===== src/hdl/ctv_pkg.sv =====
package ctv_pkg;

    localparam int REM_DIGIT = 4;
    localparam int REM_STEPS = 64 / REM_DIGIT;

    localparam logic [1:0] FUNC_CLEAR  = 2'd0;
    localparam logic [1:0] FUNC_ENTRY  = 2'd1;
    localparam logic [1:0] FUNC_LOOKUP = 2'd2;

    localparam logic [2:0] STS_OK          = 3'd0;
    localparam logic [2:0] STS_EARLY_TERM  = 3'd1;
    localparam logic [2:0] STS_MISALIGNED  = 3'd2;
    localparam logic [2:0] STS_BAD_OFFSETS = 3'd3;
    localparam logic [2:0] STS_DUPLICATE   = 3'd4;
    localparam logic [2:0] STS_FINAL_ID    = 3'd5;
    localparam logic [2:0] STS_NOT_FOUND   = 3'd6;
    localparam logic [2:0] STS_REJECTED    = 3'd7;

    localparam logic [1:0] CFG_FILE_SIZE = 2'd0;
    localparam logic [1:0] CFG_HASH_LEN  = 2'd1;
    localparam logic [1:0] CFG_ALIGNMENT = 2'd2;

    typedef enum logic [1:0] {
        PH_LOADING,
        PH_DONE,
        PH_ERROR
    } phase_t;

    typedef enum logic [1:0] {
        S_IDLE,
        S_RUN,
        S_OUT
    } state_t;

    typedef struct packed {
        logic [1:0]  func;
        logic [31:0] entry_id;
        logic [63:0] entry_offset;
        logic        is_last;
        logic [31:0] lookup_id;
    } in_t;

    typedef struct packed {
        logic [2:0]  status;
        logic [63:0] found_offset;
        logic [63:0] found_size;
        logic [4:0]  entries_count;
    } out_t;

    // search result handed from cell to cell
    typedef struct packed {
        logic        hit;
        logic [63:0] offset;
        logic [63:0] size;
    } res_t;

    // broadcast to every cell
    typedef struct packed {
        logic        commit;
        logic [31:0] key;
        logic [31:0] wr_id;
        logic [63:0] wr_offset;
        logic [63:0] wr_size;
    } cell_ctrl_t;

endpackage


===== src/hdl/ctv_cell.sv =====
module ctv_cell #(
    parameter int IDX   = 0,
    parameter int CNT_W = 5
) (
    input  logic                clk,
    input  ctv_pkg::cell_ctrl_t ctrl,
    input  logic [CNT_W-1:0]    count,
    input  ctv_pkg::res_t       prev,
    output ctv_pkg::res_t       res
);

    logic [31:0]   id_reg;
    logic [63:0]   offset_reg;
    logic [63:0]   size_reg;
    ctv_pkg::res_t res_reg;
    ctv_pkg::res_t res_next;
    logic          match;

    // only slots below the fill count hold live entries
    assign match = (CNT_W'(IDX) < count) && (id_reg == ctrl.key);

    always_comb
    begin
        if (match)
        begin
            res_next.hit    = 1'b1;
            res_next.offset = offset_reg;
            res_next.size   = size_reg;
        end
        else
        begin
            res_next = prev;
        end
    end

    always_ff @(posedge clk)
    begin
        res_reg <= res_next;
        if (ctrl.commit && (count == CNT_W'(IDX)))
        begin
            id_reg     <= ctrl.wr_id;
            offset_reg <= ctrl.wr_offset;
            size_reg   <= ctrl.wr_size;
        end
    end

    assign res = res_reg;

endmodule


===== src/hdl/ctv_rem.sv =====
module ctv_rem (
    input  logic        clk,
    input  logic        rst_n,
    input  logic        start,
    input  logic [63:0] dividend,
    input  logic [12:0] divisor,
    output logic [12:0] rem
);

    localparam int STEP_W = $clog2(ctv_pkg::REM_STEPS + 1);

    logic [63:0]     div_reg;
    logic [63:0]     div_next;
    logic [12:0]     rem_reg;
    logic [12:0]     rem_next;
    logic [STEP_W-1:0] step_reg;
    logic [STEP_W-1:0] step_next;

    // four restoring steps per cycle, MSB first
    always_comb
    begin
        logic [13:0] r;
        r         = {1'b0, rem_reg};
        div_next  = div_reg;
        rem_next  = rem_reg;
        step_next = step_reg;
        if (start)
        begin
            div_next  = dividend;
            rem_next  = '0;
            step_next = '0;
        end
        else if (step_reg < STEP_W'(ctv_pkg::REM_STEPS))
        begin
            for (int j = 0; j < ctv_pkg::REM_DIGIT; j++)
            begin
                r = {r[12:0], div_reg[63-j]};
                if (r >= {1'b0, divisor})
                begin
                    r = r - {1'b0, divisor};
                end
            end
            rem_next  = r[12:0];
            div_next  = div_reg << ctv_pkg::REM_DIGIT;
            step_next = step_reg + 1'b1;
        end
    end

    always_ff @(posedge clk or negedge rst_n)
    begin
        if (!rst_n)
        begin
            step_reg <= STEP_W'(ctv_pkg::REM_STEPS);
        end
        else
        begin
            step_reg <= step_next;
        end
    end

    always_ff @(posedge clk)
    begin
        div_reg <= div_next;
        rem_reg <= rem_next;
    end

    assign rem = rem_reg;

endmodule


===== src/hdl/chunk_toc_validator_unit.sv =====
// Chunk table-of-contents validator.
// Requests arrive on in_valid/in_ready/in_data: func 0 clears the table,
// func 1 feeds one table entry (the terminator carries is_last), func 2
// looks an id up once the load has completed. Every request yields exactly
// one response on out_valid/out_ready/out_data.
// The table lives in a row of MAX_CHUNKS cells. For entries and lookups
// the search id is broadcast to all cells; each cell compares it with its
// own id and the hit travels one cell per cycle down the row to the last
// cell. The offset alignment test runs alongside in a radix-16 remainder
// unit. Entries during a load and lookups after it pass through the run
// state before the response is offered; clear, rejected and unknown
// requests go straight to the output state. One request is in flight at
// a time; in_ready returns the cycle after the response is taken.
// A stalled receiver holds the response in the output register and
// in_ready stays low until it is taken.
// Reset empties the table, drops the pending entry, restarts the load and
// restores file_size 0, hash_len 20, alignment 4. Configuration writes on
// cfg_we/cfg_index/cfg_data apply at once and are meant for idle periods.
module chunk_toc_validator_unit #(
    parameter int MAX_CHUNKS = 16
) (
    input  logic           clk,
    input  logic           rst_n,
    input  logic           in_valid,
    output logic           in_ready,
    input  ctv_pkg::in_t   in_data,
    output logic           out_valid,
    input  logic           out_ready,
    output ctv_pkg::out_t  out_data,
    input  logic           cfg_we,
    input  logic [1:0]     cfg_index,
    input  logic [63:0]    cfg_data
);

    localparam int CNT_W   = $clog2(MAX_CHUNKS + 1);
    localparam int RUN_LEN = (MAX_CHUNKS > ctv_pkg::REM_STEPS) ? MAX_CHUNKS
                                                               : ctv_pkg::REM_STEPS;
    localparam int RUN_W   = $clog2(RUN_LEN + 1);

    // configuration
    logic [63:0] file_size_reg;
    logic [6:0]  hash_len_reg;
    logic [12:0] alignment_reg;
    logic [12:0] align_eff;

    // control
    ctv_pkg::state_t state_reg, state_next;
    ctv_pkg::phase_t phase_reg, phase_next;
    logic [RUN_W-1:0] cnt_reg, cnt_next;
    logic [CNT_W-1:0] count_reg, count_next;
    logic             pend_valid_reg, pend_valid_next;

    // datapath
    logic [31:0]   pend_id_reg, pend_id_next;
    logic [63:0]   pend_off_reg, pend_off_next;
    ctv_pkg::in_t  req_reg, req_next;
    logic [31:0]   key_reg, key_next;
    logic          off_bad_reg, off_bad_next;
    logic [63:0]   size_reg, size_next;
    ctv_pkg::out_t out_reg, out_next;

    logic          accept;
    logic          needs_run;
    logic          finish;
    logic          commit;
    logic [12:0]   rem;
    ctv_pkg::cell_ctrl_t ctrl;
    ctv_pkg::res_t chain [MAX_CHUNKS+1];

    assign align_eff = (alignment_reg == '0) ? 13'd1 : alignment_reg;
    assign accept    = in_valid && in_ready;
    assign needs_run = ((in_data.func == ctv_pkg::FUNC_ENTRY)
                        && (phase_reg == ctv_pkg::PH_LOADING))
                    || ((in_data.func == ctv_pkg::FUNC_LOOKUP)
                        && (phase_reg == ctv_pkg::PH_DONE));
    assign finish    = (state_reg == ctv_pkg::S_RUN) && (cnt_reg == RUN_W'(RUN_LEN));

    // ---- next state ----
    always_comb
    begin
        state_next = state_reg;
        case (state_reg)
            ctv_pkg::S_IDLE:
            begin
                if (accept)
                begin
                    state_next = needs_run ? ctv_pkg::S_RUN : ctv_pkg::S_OUT;
                end
            end
            ctv_pkg::S_RUN:
            begin
                if (finish)
                begin
                    state_next = ctv_pkg::S_OUT;
                end
            end
            ctv_pkg::S_OUT:
            begin
                if (out_ready)
                begin
                    state_next = ctv_pkg::S_IDLE;
                end
            end
            default:
            begin
                state_next = ctv_pkg::S_IDLE;
            end
        endcase
    end

    // ---- handshake outputs ----
    always_comb
    begin
        in_ready  = (state_reg == ctv_pkg::S_IDLE);
        out_valid = (state_reg == ctv_pkg::S_OUT);
    end

    // ---- datapath ----
    always_comb
    begin
        logic [2:0] sts;
        phase_next      = phase_reg;
        cnt_next        = cnt_reg;
        count_next      = count_reg;
        pend_valid_next = pend_valid_reg;
        pend_id_next    = pend_id_reg;
        pend_off_next   = pend_off_reg;
        req_next        = req_reg;
        key_next        = key_reg;
        out_next        = out_reg;
        commit          = 1'b0;
        sts             = ctv_pkg::STS_OK;
        // offset tests and chunk size, settled well before the finish cycle
        off_bad_next    = (file_size_reg < {57'd0, hash_len_reg})
                       || (req_reg.entry_offset < pend_off_reg)
                       || (req_reg.entry_offset > (file_size_reg - {57'd0, hash_len_reg}));
        size_next       = req_reg.entry_offset - pend_off_reg;

        if (state_reg == ctv_pkg::S_IDLE && accept)
        begin
            req_next = in_data;
            cnt_next = '0;
            key_next = (in_data.func == ctv_pkg::FUNC_ENTRY) ? pend_id_reg
                                                              : in_data.lookup_id;
            out_next.found_offset = '0;
            out_next.found_size   = '0;
            if (in_data.func == ctv_pkg::FUNC_CLEAR)
            begin
                count_next      = '0;
                pend_valid_next = 1'b0;
                pend_id_next    = '0;
                pend_off_next   = '0;
                phase_next      = ctv_pkg::PH_LOADING;
                out_next.status        = ctv_pkg::STS_OK;
                out_next.entries_count = '0;
            end
            else
            begin
                out_next.status        = ctv_pkg::STS_REJECTED;
                out_next.entries_count = 5'(count_reg);
            end
        end
        else if (state_reg == ctv_pkg::S_RUN)
        begin
            cnt_next = cnt_reg + 1'b1;
            if (finish)
            begin
                out_next.found_offset  = '0;
                out_next.found_size    = '0;
                out_next.entries_count = 5'(count_reg);
                if (req_reg.func == ctv_pkg::FUNC_LOOKUP)
                begin
                    if (chain[MAX_CHUNKS].hit)
                    begin
                        out_next.status       = ctv_pkg::STS_OK;
                        out_next.found_offset = chain[MAX_CHUNKS].offset;
                        out_next.found_size   = chain[MAX_CHUNKS].size;
                    end
                    else
                    begin
                        out_next.status = ctv_pkg::STS_NOT_FOUND;
                    end
                end
                else
                begin
                    // close off the pending entry first
                    if (pend_valid_reg)
                    begin
                        if (off_bad_reg)
                        begin
                            sts = ctv_pkg::STS_BAD_OFFSETS;
                        end
                        else if (chain[MAX_CHUNKS].hit)
                        begin
                            sts = ctv_pkg::STS_DUPLICATE;
                        end
                        else if (count_reg >= CNT_W'(MAX_CHUNKS))
                        begin
                            sts = ctv_pkg::STS_REJECTED;
                        end
                        else
                        begin
                            commit          = 1'b1;
                            count_next      = count_reg + 1'b1;
                            pend_valid_next = 1'b0;
                            out_next.entries_count = 5'(count_reg + 1'b1);
                        end
                    end
                    // then check the new entry itself
                    if (sts == ctv_pkg::STS_OK)
                    begin
                        if (req_reg.is_last)
                        begin
                            sts = (req_reg.entry_id != '0) ? ctv_pkg::STS_FINAL_ID
                                                           : ctv_pkg::STS_OK;
                        end
                        else if (req_reg.entry_id == '0)
                        begin
                            sts = ctv_pkg::STS_EARLY_TERM;
                        end
                        else if (rem != '0)
                        begin
                            sts = ctv_pkg::STS_MISALIGNED;
                        end
                        else
                        begin
                            pend_valid_next = 1'b1;
                            pend_id_next    = req_reg.entry_id;
                            pend_off_next   = req_reg.entry_offset;
                        end
                    end
                    if (sts != ctv_pkg::STS_OK)
                    begin
                        pend_valid_next = 1'b0;
                        phase_next      = ctv_pkg::PH_ERROR;
                    end
                    else if (req_reg.is_last)
                    begin
                        phase_next = ctv_pkg::PH_DONE;
                    end
                    out_next.status = sts;
                end
            end
        end
    end

    // ---- registers ----
    always_ff @(posedge clk or negedge rst_n)
    begin
        if (!rst_n)
        begin
            state_reg      <= ctv_pkg::S_IDLE;
            phase_reg      <= ctv_pkg::PH_LOADING;
            cnt_reg        <= '0;
            count_reg      <= '0;
            pend_valid_reg <= 1'b0;
            pend_id_reg    <= '0;
            pend_off_reg   <= '0;
            file_size_reg  <= 64'd0;
            hash_len_reg   <= 7'd20;
            alignment_reg  <= 13'd4;
        end
        else
        begin
            state_reg      <= state_next;
            phase_reg      <= phase_next;
            cnt_reg        <= cnt_next;
            count_reg      <= count_next;
            pend_valid_reg <= pend_valid_next;
            pend_id_reg    <= pend_id_next;
            pend_off_reg   <= pend_off_next;
            if (cfg_we)
            begin
                case (cfg_index)
                    ctv_pkg::CFG_FILE_SIZE: file_size_reg <= cfg_data;
                    ctv_pkg::CFG_HASH_LEN:  hash_len_reg  <= cfg_data[6:0];
                    ctv_pkg::CFG_ALIGNMENT: alignment_reg <= cfg_data[12:0];
                    default:                ;
                endcase
            end
        end
    end

    always_ff @(posedge clk)
    begin
        req_reg     <= req_next;
        key_reg     <= key_next;
        off_bad_reg <= off_bad_next;
        size_reg    <= size_next;
        out_reg     <= out_next;
    end

    assign out_data = out_reg;

    // ---- alignment remainder ----
    ctv_rem u_rem (
        .clk      (clk),
        .rst_n    (rst_n),
        .start    (accept && needs_run),
        .dividend (in_data.entry_offset),
        .divisor  (align_eff),
        .rem      (rem)
    );

    // ---- row of table cells ----
    assign ctrl.commit    = commit;
    assign ctrl.key       = key_reg;
    assign ctrl.wr_id     = pend_id_reg;
    assign ctrl.wr_offset = pend_off_reg;
    assign ctrl.wr_size   = size_reg;

    assign chain[0] = '0;

    for (genvar i = 0; i < MAX_CHUNKS; i++)
    begin : g_cell
        ctv_cell #(
            .IDX   (i),
            .CNT_W (CNT_W)
        ) u_cell (
            .clk   (clk),
            .ctrl  (ctrl),
            .count (count_reg),
            .prev  (chain[i]),
            .res   (chain[i+1])
        );
    end

endmodule

===== config.mk =====
export PLATFORM = sky130hd
export DESIGN_NAME = chunk_toc_validator_unit
export DESIGN_NICKNAME = d
export VERILOG_FILES = /design/src/hdl/ctv_pkg.sv /design/src/hdl/ctv_cell.sv /design/src/hdl/ctv_rem.sv /design/src/hdl/chunk_toc_validator_unit.sv
export SDC_FILE = /design/constraint.sdc
export NUM_CORES = 2
export LEC_CHECK = 0
export BUFFER_PORTS_ARGS = -buffer_cell sky130_fd_sc_hd__buf_2
export CAP_MARGIN = 20
export CORE_MARGIN = 4
export CORE_UTILIZATION = 45
export DETAILED_ROUTE_END_ITERATION = 16
export PLACE_DENSITY_LB_ADDON = 0.25
export SYNTH_ARGS = -nofsm -noshare
export SYNTH_HDL_FRONTEND = slang
export SYNTH_SLANG_ARGS = --single-unit

===== constraint.sdc =====
create_clock -name clk -period 14.5 [get_ports clk]
set_input_delay 2.175 -clock clk [delete_from_list [all_inputs] [get_ports clk]]
set_output_delay 2.175 -clock clk [all_outputs]
set_load 0.005 [all_outputs]

### Yosys cells after proc, flatten, opt, wreduce, memory -nomap -nowiden

Cells that the tools add are included.

* $add $sub $neg: 9
* multipliers: 0
* divide/modulo/power cells: 0
* order comparisons: 25
* equal/unequal tests: 48
* shift operators: 0
* multiplexer cells: 120
* bitwise operators: 0
* reduce and logical (&&, ||, !) cells: 66

Operators by type and width (number)
* 2-to-1 mux 128 bit: 17
* 2-to-1 mux 64 bit: 11
* == test 32 bit: 16
* 2-to-1 mux 136 bit: 3
* 2-to-1 mux 32 bit: 10
* 2-to-1 mux 13 bit: 11
* 2-to-1 mux 129 bit: 1
* 2-to-1 mux 5 bit: 13
* greater-than comparator 64 bit: 1
* < comparator 64 bit: 1
* < comparator 64 x 7 -> 1 bit: 1
* subtractor 64 bit: 1
* subtractor 64 x 7 -> 64 bit: 1
* 2-to-1 mux 3 bit: 20
* greater-or-equal comparator 14 x 13 -> 1 bit: 4
* subtractor 13 bit: 4
* == test 5 x 4 -> 1 bit, second input constant: 8
* < comparator 4 x 5 -> 1 bit, first input constant: 8
* logical AND 1 bit: 38
* logical NOT 32 bit: 1
* nonzero test 32 bit: 1
* 2-to-1 mux 1 bit: 22
* 2-to-1 mux 2 bit: 11
* == test 5 x 3 -> 1 bit, second input constant: 4
* other kinds (27): 60

* register bits: 5233
* bits in latches: 0
* memory bits (writable): 0
* ROM bits: 0
* bits of input ports: 202
* output and inout bits: 138
* logic and storage cells: 388
* memories kept: 0

### Logic depth before layout (Yosys ltp)

* depth after elaboration: 23
* depth in mapped cells: 50
* mapped depth without buffers: 47

### Hierarchy

Synthesis repeated with hierarchy kept, for this count alone.

* cell total of the unflattened synthesis: 10426
* area total of the unflattened synthesis: 181728.0 sq um

Modules (own cells, without submodules)
* chunk_toc_validator_unit: times used 1, cells each 2178, area an instance 24222.0 sq um, sequential area each 12921.1 sq um
* ctv_cell at g_cell[2].u_cell ...: times used 2, cells each 479, area an instance 9352.7 sq um, sequential area each 7387.1 sq um
* ctv_cell at g_cell[11].u_cell ...: times used 2, cells each 479, area an instance 9351.5 sq um, sequential area each 7387.1 sq um
* ctv_cell at g_cell[13].u_cell ...: times used 2, cells each 480, area an instance 9350.2 sq um, sequential area each 7387.1 sq um
* ctv_cell at g_cell[9].u_cell: times used 1, cells each 478, area an instance 9840.7 sq um, sequential area each 7387.1 sq um
* ctv_cell at g_cell[0].u_cell: times used 1, cells each 478, area an instance 9765.6 sq um, sequential area each 7387.1 sq um
* ctv_cell at g_cell[15].u_cell: times used 1, cells each 478, area an instance 9719.3 sq um, sequential area each 7387.1 sq um
* ctv_cell at g_cell[3].u_cell: times used 1, cells each 478, area an instance 9714.3 sq um, sequential area each 7387.1 sq um
* ctv_cell at g_cell[4].u_cell: times used 1, cells each 480, area an instance 9354.0 sq um, sequential area each 7387.1 sq um
* ctv_cell at g_cell[10].u_cell: times used 1, cells each 479, area an instance 9350.2 sq um, sequential area each 7387.1 sq um
* ctv_cell at g_cell[7].u_cell: times used 1, cells each 478, area an instance 9347.7 sq um, sequential area each 7387.1 sq um
* ctv_cell at g_cell[12].u_cell: times used 1, cells each 480, area an instance 9342.7 sq um, sequential area each 7387.1 sq um
* ctv_cell at g_cell[14].u_cell: times used 1, cells each 478, area an instance 9341.5 sq um, sequential area each 7387.1 sq um
* ctv_cell at g_cell[1].u_cell: times used 1, cells each 478, area an instance 9339.0 sq um, sequential area each 7387.1 sq um
* ctv_rem: times used 1, cells each 587, area an instance 6282.3 sq um, sequential area each 2308.5 sq um

### Least setup slack after synthesis

OpenSTA, ideal clock, no wires.

* path type: register -> register
* start point: register cnt_reg[0]
* end point: register g_cell[15].u_cell.id_reg[0], enable pin
* setup time: 875 ps
* data arrival time: 12692 ps
* required time: 13625 ps
* slack: 933 ps
* stages on the path, launching flop included: 8
* path buffers: 0
* period minus slack after synthesis: 13567 ps
* cells stage by stage: dfrtp_1 -> inv_1 -> ha_1 -> nor4bb_1 -> nand2_1 -> nor3_1 -> nand2_1 -> nor3_1

* longest elaborated chain between the ends: 6

Ends and longest elaborated chain
* from (decl): line chunk_toc_validator_unit.sv:49 `logic [RUN_W-1:0] cnt_reg, cnt_next;`
* from (signal assigned): line chunk_toc_validator_unit.sv:267 `cnt_reg <= cnt_next;`
* == test 5 bit: line chunk_toc_validator_unit.sv:76 `assign finish = (state_reg == ctv_pkg::S_RUN) && (cnt_reg == RUN_W'(RUN_LEN));`
* logical AND 1 bit: line chunk_toc_validator_unit.sv:76
* 2-to-1 mux 1 bit: line chunk_toc_validator_unit.sv:166 `if (finish)`
* 2-to-1 mux 1 bit: line chunk_toc_validator_unit.sv:163 `else if (state_reg == ctv_pkg::S_RUN)`
* 2-to-1 mux 1 bit: line chunk_toc_validator_unit.sv:139 `if (state_reg == ctv_pkg::S_IDLE && accept)`
* logical AND 1 bit: line ctv_cell.sv:39 `if (ctrl.commit && (count == CNT_W'(IDX)))`
* to (signal assigned): line ctv_cell.sv:41 `id_reg <= ctrl.wr_id;`
* to (decl): line ctv_cell.sv:12 `logic [31:0] id_reg;`

Every way passes these cells.
A chain may end at the register's enable or synchronous reset.

### Final worst setup path

* start point: register alignment_reg[5]
* end point: register u_rem.rem_reg[7] (netlist: u_rem.rem[7])

* longest elaborated chain between the ends: 16
* elaborated cells between the ends (all ways): 20
* those cells by class: 4 x add/sub; 4 x order compare; 11 x mux; 1 x reduce/logical

Ends and longest elaborated chain
* from (decl): line chunk_toc_validator_unit.sv:43 `logic [12:0] alignment_reg;`
* from (signal assigned): line chunk_toc_validator_unit.sv:277 `ctv_pkg::CFG_ALIGNMENT: alignment_reg <= cfg_data[12:0];`
* logical NOT 13 bit: line chunk_toc_validator_unit.sv:70 `assign align_eff = (alignment_reg == '0) ? 13'd1 : alignment_reg;`
* 2-to-1 mux 13 bit (*): line chunk_toc_validator_unit.sv:70
* subtractor 13 bit / greater-or-equal comparator 14 x 13 -> 1 bit (equally long branches): line ctv_rem.sv:40, ctv_rem.sv:38
* 2-to-1 mux 13 bit: line ctv_rem.sv:38 `if (r >= {1'b0, divisor})`
* 2-to-1 mux 13 bit: line ctv_rem.sv:33 `else if (step_reg < STEP_W'(ctv_pkg::REM_STEPS))`
* 2-to-1 mux 13 bit: line ctv_rem.sv:27 `if (start)`
* subtractor 13 bit / greater-or-equal comparator 14 x 13 -> 1 bit (equally long branches): line ctv_rem.sv:40, ctv_rem.sv:38
* 2-to-1 mux 13 bit: line ctv_rem.sv:38
* 2-to-1 mux 13 bit: line ctv_rem.sv:33
* 2-to-1 mux 13 bit: line ctv_rem.sv:27
* subtractor 13 bit / greater-or-equal comparator 14 x 13 -> 1 bit (equally long branches): line ctv_rem.sv:40, ctv_rem.sv:38
* 2-to-1 mux 13 bit: line ctv_rem.sv:38
* 2-to-1 mux 13 bit: line ctv_rem.sv:33
* 2-to-1 mux 13 bit: line ctv_rem.sv:27
* subtractor 13 bit / greater-or-equal comparator 14 x 13 -> 1 bit (equally long branches): line ctv_rem.sv:40, ctv_rem.sv:38
* 2-to-1 mux 13 bit (*): line ctv_rem.sv:38
* to (signal assigned): line ctv_rem.sv:64 `rem_reg <= rem_next;`
* to (decl): line ctv_rem.sv:14 `logic [12:0] rem_reg;`

Every way passes the cells marked *; elsewhere a longest branch is shown, timed or not. The select of a mux whose other input is x is not followed.

==> impl_metrics.xml <==
<?xml version="1.0" encoding="UTF-8"?>
<metrics>
  <group name="outcome">
    <metric name="run_status" unit="">complete, no violations</metric>
  </group>
  <group name="timing">
    <metric name="slew_headroom" unit="%">14.43</metric>
    <metric name="fmax" unit="MHz">79.88</metric>
    <metric name="timing.final.crit_period" unit="ps">12520</metric>
    <metric name="report.final.slew_viol_count" unit="">0</metric>
    <metric name="setup_repair_after_global_routing_missed_its_margin" unit="">no</metric>
    <metric name="worst_slack" unit="ps">1981</metric>
    <metric name="finalSetupTns" unit="ps">0</metric>
    <metric name="finClkSkew" unit="ps">77.18</metric>
    <metric name="layout_worst_path_cycle_share" unit="%">86.34</metric>
    <metric name="timing.final.setup_violations" unit="">0</metric>
    <metric name="max_slew.worst_pin.slew" unit="ps">1272</metric>
    <metric name="final-hold-violation-count" unit="">0</metric>
  </group>
  <group name="final_layout">
    <metric name="final_net_count" unit="">11400</metric>
    <metric name="largest_register_ff_count" unit="">2064</metric>
    <metric name="nFillCells" unit="">31430</metric>
    <metric name="final_layout_size_suffix_gt1_share" unit="%">30.59</metric>
    <metric name="area.growth.synth_to_final" unit="%">14.81</metric>
    <metric name="fin_area" unit="um2">203900</metric>
  </group>
  <group name="synth">
    <metric name="syn-mean-instance-area" unit="um2">17.18</metric>
    <metric name="post_synthesis_cell_type_with_the_largest_combined_area" unit="">sky130_fd_sc_hd__edfxtp_1</metric>
    <metric name="async_set_or_reset_register_ratio_after_synthesis" unit="%">3.822</metric>
    <metric name="synthXorXnorAreaFrac" unit="%">3.313</metric>
    <metric name="synth_adder_area_share" unit="%">1.427</metric>
    <metric name="synth.ff_latch_count" unit="">5233</metric>
    <metric name="post_synth_main_area_contributors" unit="">sky130_fd_sc_hd__edfxtp_1 47%, sky130_fd_sc_hd__dfxtp_1 26%, sky130_fd_sc_hd__mux2_2 13%</metric>
    <metric name="synth_compound_area_share" unit="%">2.751</metric>
    <metric name="synth_top_family_by_area" unit="">multiplexers</metric>
    <metric name="ys.flop_type" unit="">sky130_fd_sc_hd__edfxtp_1</metric>
    <metric name="ys.warnings.count" unit="">0</metric>
    <metric name="syn_area" unit="um2">177600</metric>
    <metric name="synth.area.mux_share" unit="%">13.55</metric>
    <metric name="synth_enable_flop_cells" unit="">2763</metric>
    <metric name="synth_common_cells" unit="">2763 x sky130_fd_sc_hd__edfxtp_1, 2270 x sky130_fd_sc_hd__dfxtp_1, 2123 x sky130_fd_sc_hd__mux2_2, 369 x sky130_fd_sc_hd__xor2_1, 364 x sky130_fd_sc_hd__clkbuf_1</metric>
    <metric name="seq_area_frac_synth" unit="%">75.11</metric>
    <metric name="synth_simple_gate_area_share" unit="%">2.731</metric>
    <metric name="synth.net_count" unit="">10740</metric>
    <metric name="yosys.cell_types.count" unit="">75</metric>
    <metric name="synth.top_cell.area_share" unit="%">46.71</metric>
    <metric name="synthMostInstantiatedCell" unit="">sky130_fd_sc_hd__edfxtp_1</metric>
    <metric name="synthesized_netlist_cell_count" unit="">10340</metric>
  </group>
  <group name="critical_path">
    <metric name="critPathLaunchType" unit="">flop</metric>
    <metric name="cp_slowest_stage_delay" unit="ps">640</metric>
    <metric name="timing.critical_path.fanout_max" unit="">18</metric>
    <metric name="setup.worst_path.end_class" unit="">flop</metric>
    <metric name="cp_data_required_time" unit="ps">15390</metric>
    <metric name="worst_r2r_end" unit="">u_rem.rem[7]$_SDFFE_PP0N_</metric>
    <metric name="crit_path_top_delay_cell" unit="">sky130_fd_sc_hd__nor4_1</metric>
    <metric name="cp_top_family" unit="">compound AO/OA/AOI/OAI gates</metric>
    <metric name="path_buf_inv" unit="">5</metric>
    <metric name="critPathKind" unit="">reg2reg</metric>
    <metric name="r2r-start" unit="">alignment_reg[5]$_DFFE_PN0P_</metric>
    <metric name="critPathMostFrequentCell" unit="">sky130_fd_sc_hd__o21ai_0</metric>
    <metric name="worstRegToRegCells" unit="">45</metric>
    <metric name="ff2ff_setup_slack" unit="ps">1980</metric>
    <metric name="worstPathArrival" unit="ps">13410</metric>
  </group>
  <group name="detailed_routing">
    <metric name="drt_iter0_drc" unit="">6964</metric>
    <metric name="dr.pass1.iters" unit="">6</metric>
    <metric name="wl" unit="mm">437.1</metric>
    <metric name="routed-via-count" unit="">88470</metric>
    <metric name="ant_nets" unit="">0</metric>
    <metric name="avgViaCountPerCell" unit="">5.296</metric>
    <metric name="route.detailed.wl_per_inst" unit="um">26.17</metric>
    <metric name="drcViolationCount" unit="">0</metric>
  </group>
  <group name="pwr">
    <metric name="power.density_cell_area" unit="nW/um2">194.6</metric>
    <metric name="leakagePower" unit="uW">0.07287</metric>
    <metric name="vdd_ir_drop_max" unit="mV">0.5985</metric>
  </group>
  <group name="placed_design">
    <metric name="placement.io_buffers" unit="">339</metric>
    <metric name="placed_cell_area" unit="um2">186200</metric>
    <metric name="dp_worst_setup_slack" unit="ps">1903</metric>
    <metric name="gp_routability_congestion" unit="">0.9291</metric>
    <metric name="post-dp-hpwl" unit="mm">263.6</metric>
  </group>
  <group name="clock_network">
    <metric name="cts.htree.levels" unit="">6</metric>
    <metric name="ctsResizeCount" unit="">0</metric>
    <metric name="root_buffer" unit="">sky130_fd_sc_hd__clkbuf_16</metric>
    <metric name="cts-root-to-sink-buffers" unit="">4</metric>
    <metric name="numClockSinks" unit="">5233</metric>
    <metric name="worst_skew_pair.late_latency" unit="ps">1030</metric>
    <metric name="postCtsSetupRepairBufs" unit="">0</metric>
    <metric name="ctsHoldBuffers" unit="">0</metric>
    <metric name="clock_tree_from_tritoncts" unit="">yes</metric>
    <metric name="clk_transition_reported_paths" unit="ps">60</metric>
    <metric name="cts_inserted_buffers" unit="">531</metric>
  </group>
  <group name="floorplan">
    <metric name="area_of_the_die" unit="um2">404900</metric>
    <metric name="rows" unit="">230</metric>
    <metric name="die_width" unit="um">636.3</metric>
    <metric name="fp.dieH" unit="um">636.3</metric>
    <metric name="core" unit="um2">392800</metric>
    <metric name="initial_utilization" unit="%">45.22</metric>
    <metric name="pin_count" unit="">340</metric>
  </group>
  <group name="global_routing">
    <metric name="vias_in_the_first_global_route" unit="">90590</metric>
    <metric name="grt_antenna_before_repair" unit="">54</metric>
    <metric name="grt_max_degree" unit="">130</metric>
    <metric name="grt_util_overall" unit="%">21.16</metric>
    <metric name="grt_first_pass_wirelength" unit="mm">632.5</metric>
    <metric name="grt_remaining_overflow" unit="">0</metric>
  </group>
  <group name="min_path">
    <metric name="timing.hold.worst.start" unit="">g_cell[0].u_cell.offset_reg[19]$_DFFE_PP_</metric>
    <metric name="worstHoldPathCells" unit="">1</metric>
    <metric name="min_delay_worst_endpoint" unit="">g_cell[0].u_cell.res[83]$_SDFF_PN0_</metric>
    <metric name="worst_hold_path_type" unit="">reg2reg</metric>
  </group>
  <group name="flow_run">
    <metric name="cap_violations" unit="">0</metric>
  </group>
</metrics>
-- routing by layer --
metal  GRT usage [%]  routed length [um]
met5               0                  22
met4           7.997               17790
met3           3.210               23480
met2           35.35              211600
met1           27.94              184200
-- where the power goes --
group          switching, uW  internal, uW  total (uW)
combinational           5230          3790        9020
sequential               738         16400       17200
clock                   5680          7810       13500
-- stage by stage --
| stage | std cells | utilization, % | power (uW) | hold slack [ps] |
|---|---|---|---|---|
| finish | 16710 | 51.92 | 39680 | 398.4 |
| global route | 16690 | 51.91 | 41660 | 423.1 |
| detailed placement | 15680 | 47.41 | 26700 | 392.1 |
| global placement | 15670 | 47.37 | 26700 | 388.9 |
| floorplan | 10340 | - | 23410 | 386.3 |
| CTS | 16660 | 51.86 | 40210 | 405.6 |
-- worst max path at each step --
stage                     slack [ps]                          from                               endpoint  cells after the start
after floorplan                  930        cnt_reg[0]$_DFFE_PN0P_  g_cell[15].u_cell.id_reg[0]$_DFFE_PP_                      7
after global placement          1570  alignment_reg[6]$_DFFE_PN0P_              u_rem.rem[6]$_SDFFE_PP0N_                     45
after detailed placement        1900  alignment_reg[6]$_DFFE_PN0P_              u_rem.rem[6]$_SDFFE_PP0N_                     45
after CTS                       1840  alignment_reg[6]$_DFFE_PN0P_              u_rem.rem[6]$_SDFFE_PP0N_                     45
after global routing             960  alignment_reg[6]$_DFFE_PN0P_              u_rem.rem[6]$_SDFFE_PP0N_                     46
final                           1980  alignment_reg[5]$_DFFE_PN0P_              u_rem.rem[7]$_SDFFE_PP0N_                     45
-- layout make-up --
class	instances	area (um2)	area share, %
diodes	42	105.1	0.05154
multi-input cells	4579	42460	20.82
well taps	5220	6531	3.203
clock inverters	202	2315	1.135
clock buffers	775	15160	7.433
flip-flops and latches	5233	133400	65.42
repair buffers	527	3460	1.696
inverters	128	486.7	0.2387
-- placed cells by master (no fill, tap or decap), drive strengths merged, types with 13 or more instances in the layout --
cell type,instances
edfxtp,2763
o21a,21
buf,526
mux2,2123
nor3,65
dfrtp,196
or3,23
nor2b,29
mux2i,17
a22o,225
a21o,72
or4,13
bufinv,26
nor2,149
xor2,369
and3,13
dfxtp,2270
nand4,100
diode,42
nand2b,37
o21ai,106
or2,19
a31oi,17
ha,193
o21bai,13
xnor2,303
and2,150
a211oi,19
nor4,115
inv,154
nand3,34
clkbuf,776
a21oi,139
nand2,114
clkinv,136
clkinvlp,14
-- logic make-up after synthesis --
logic type	count (synthesis)
flops	5233
fa+ha+maj	199
buf+inv	525
mux	2140
simple gates	881
xor+xnor	672
compound gates	687
No activity file was read; power rests on OpenSTA's default activity.
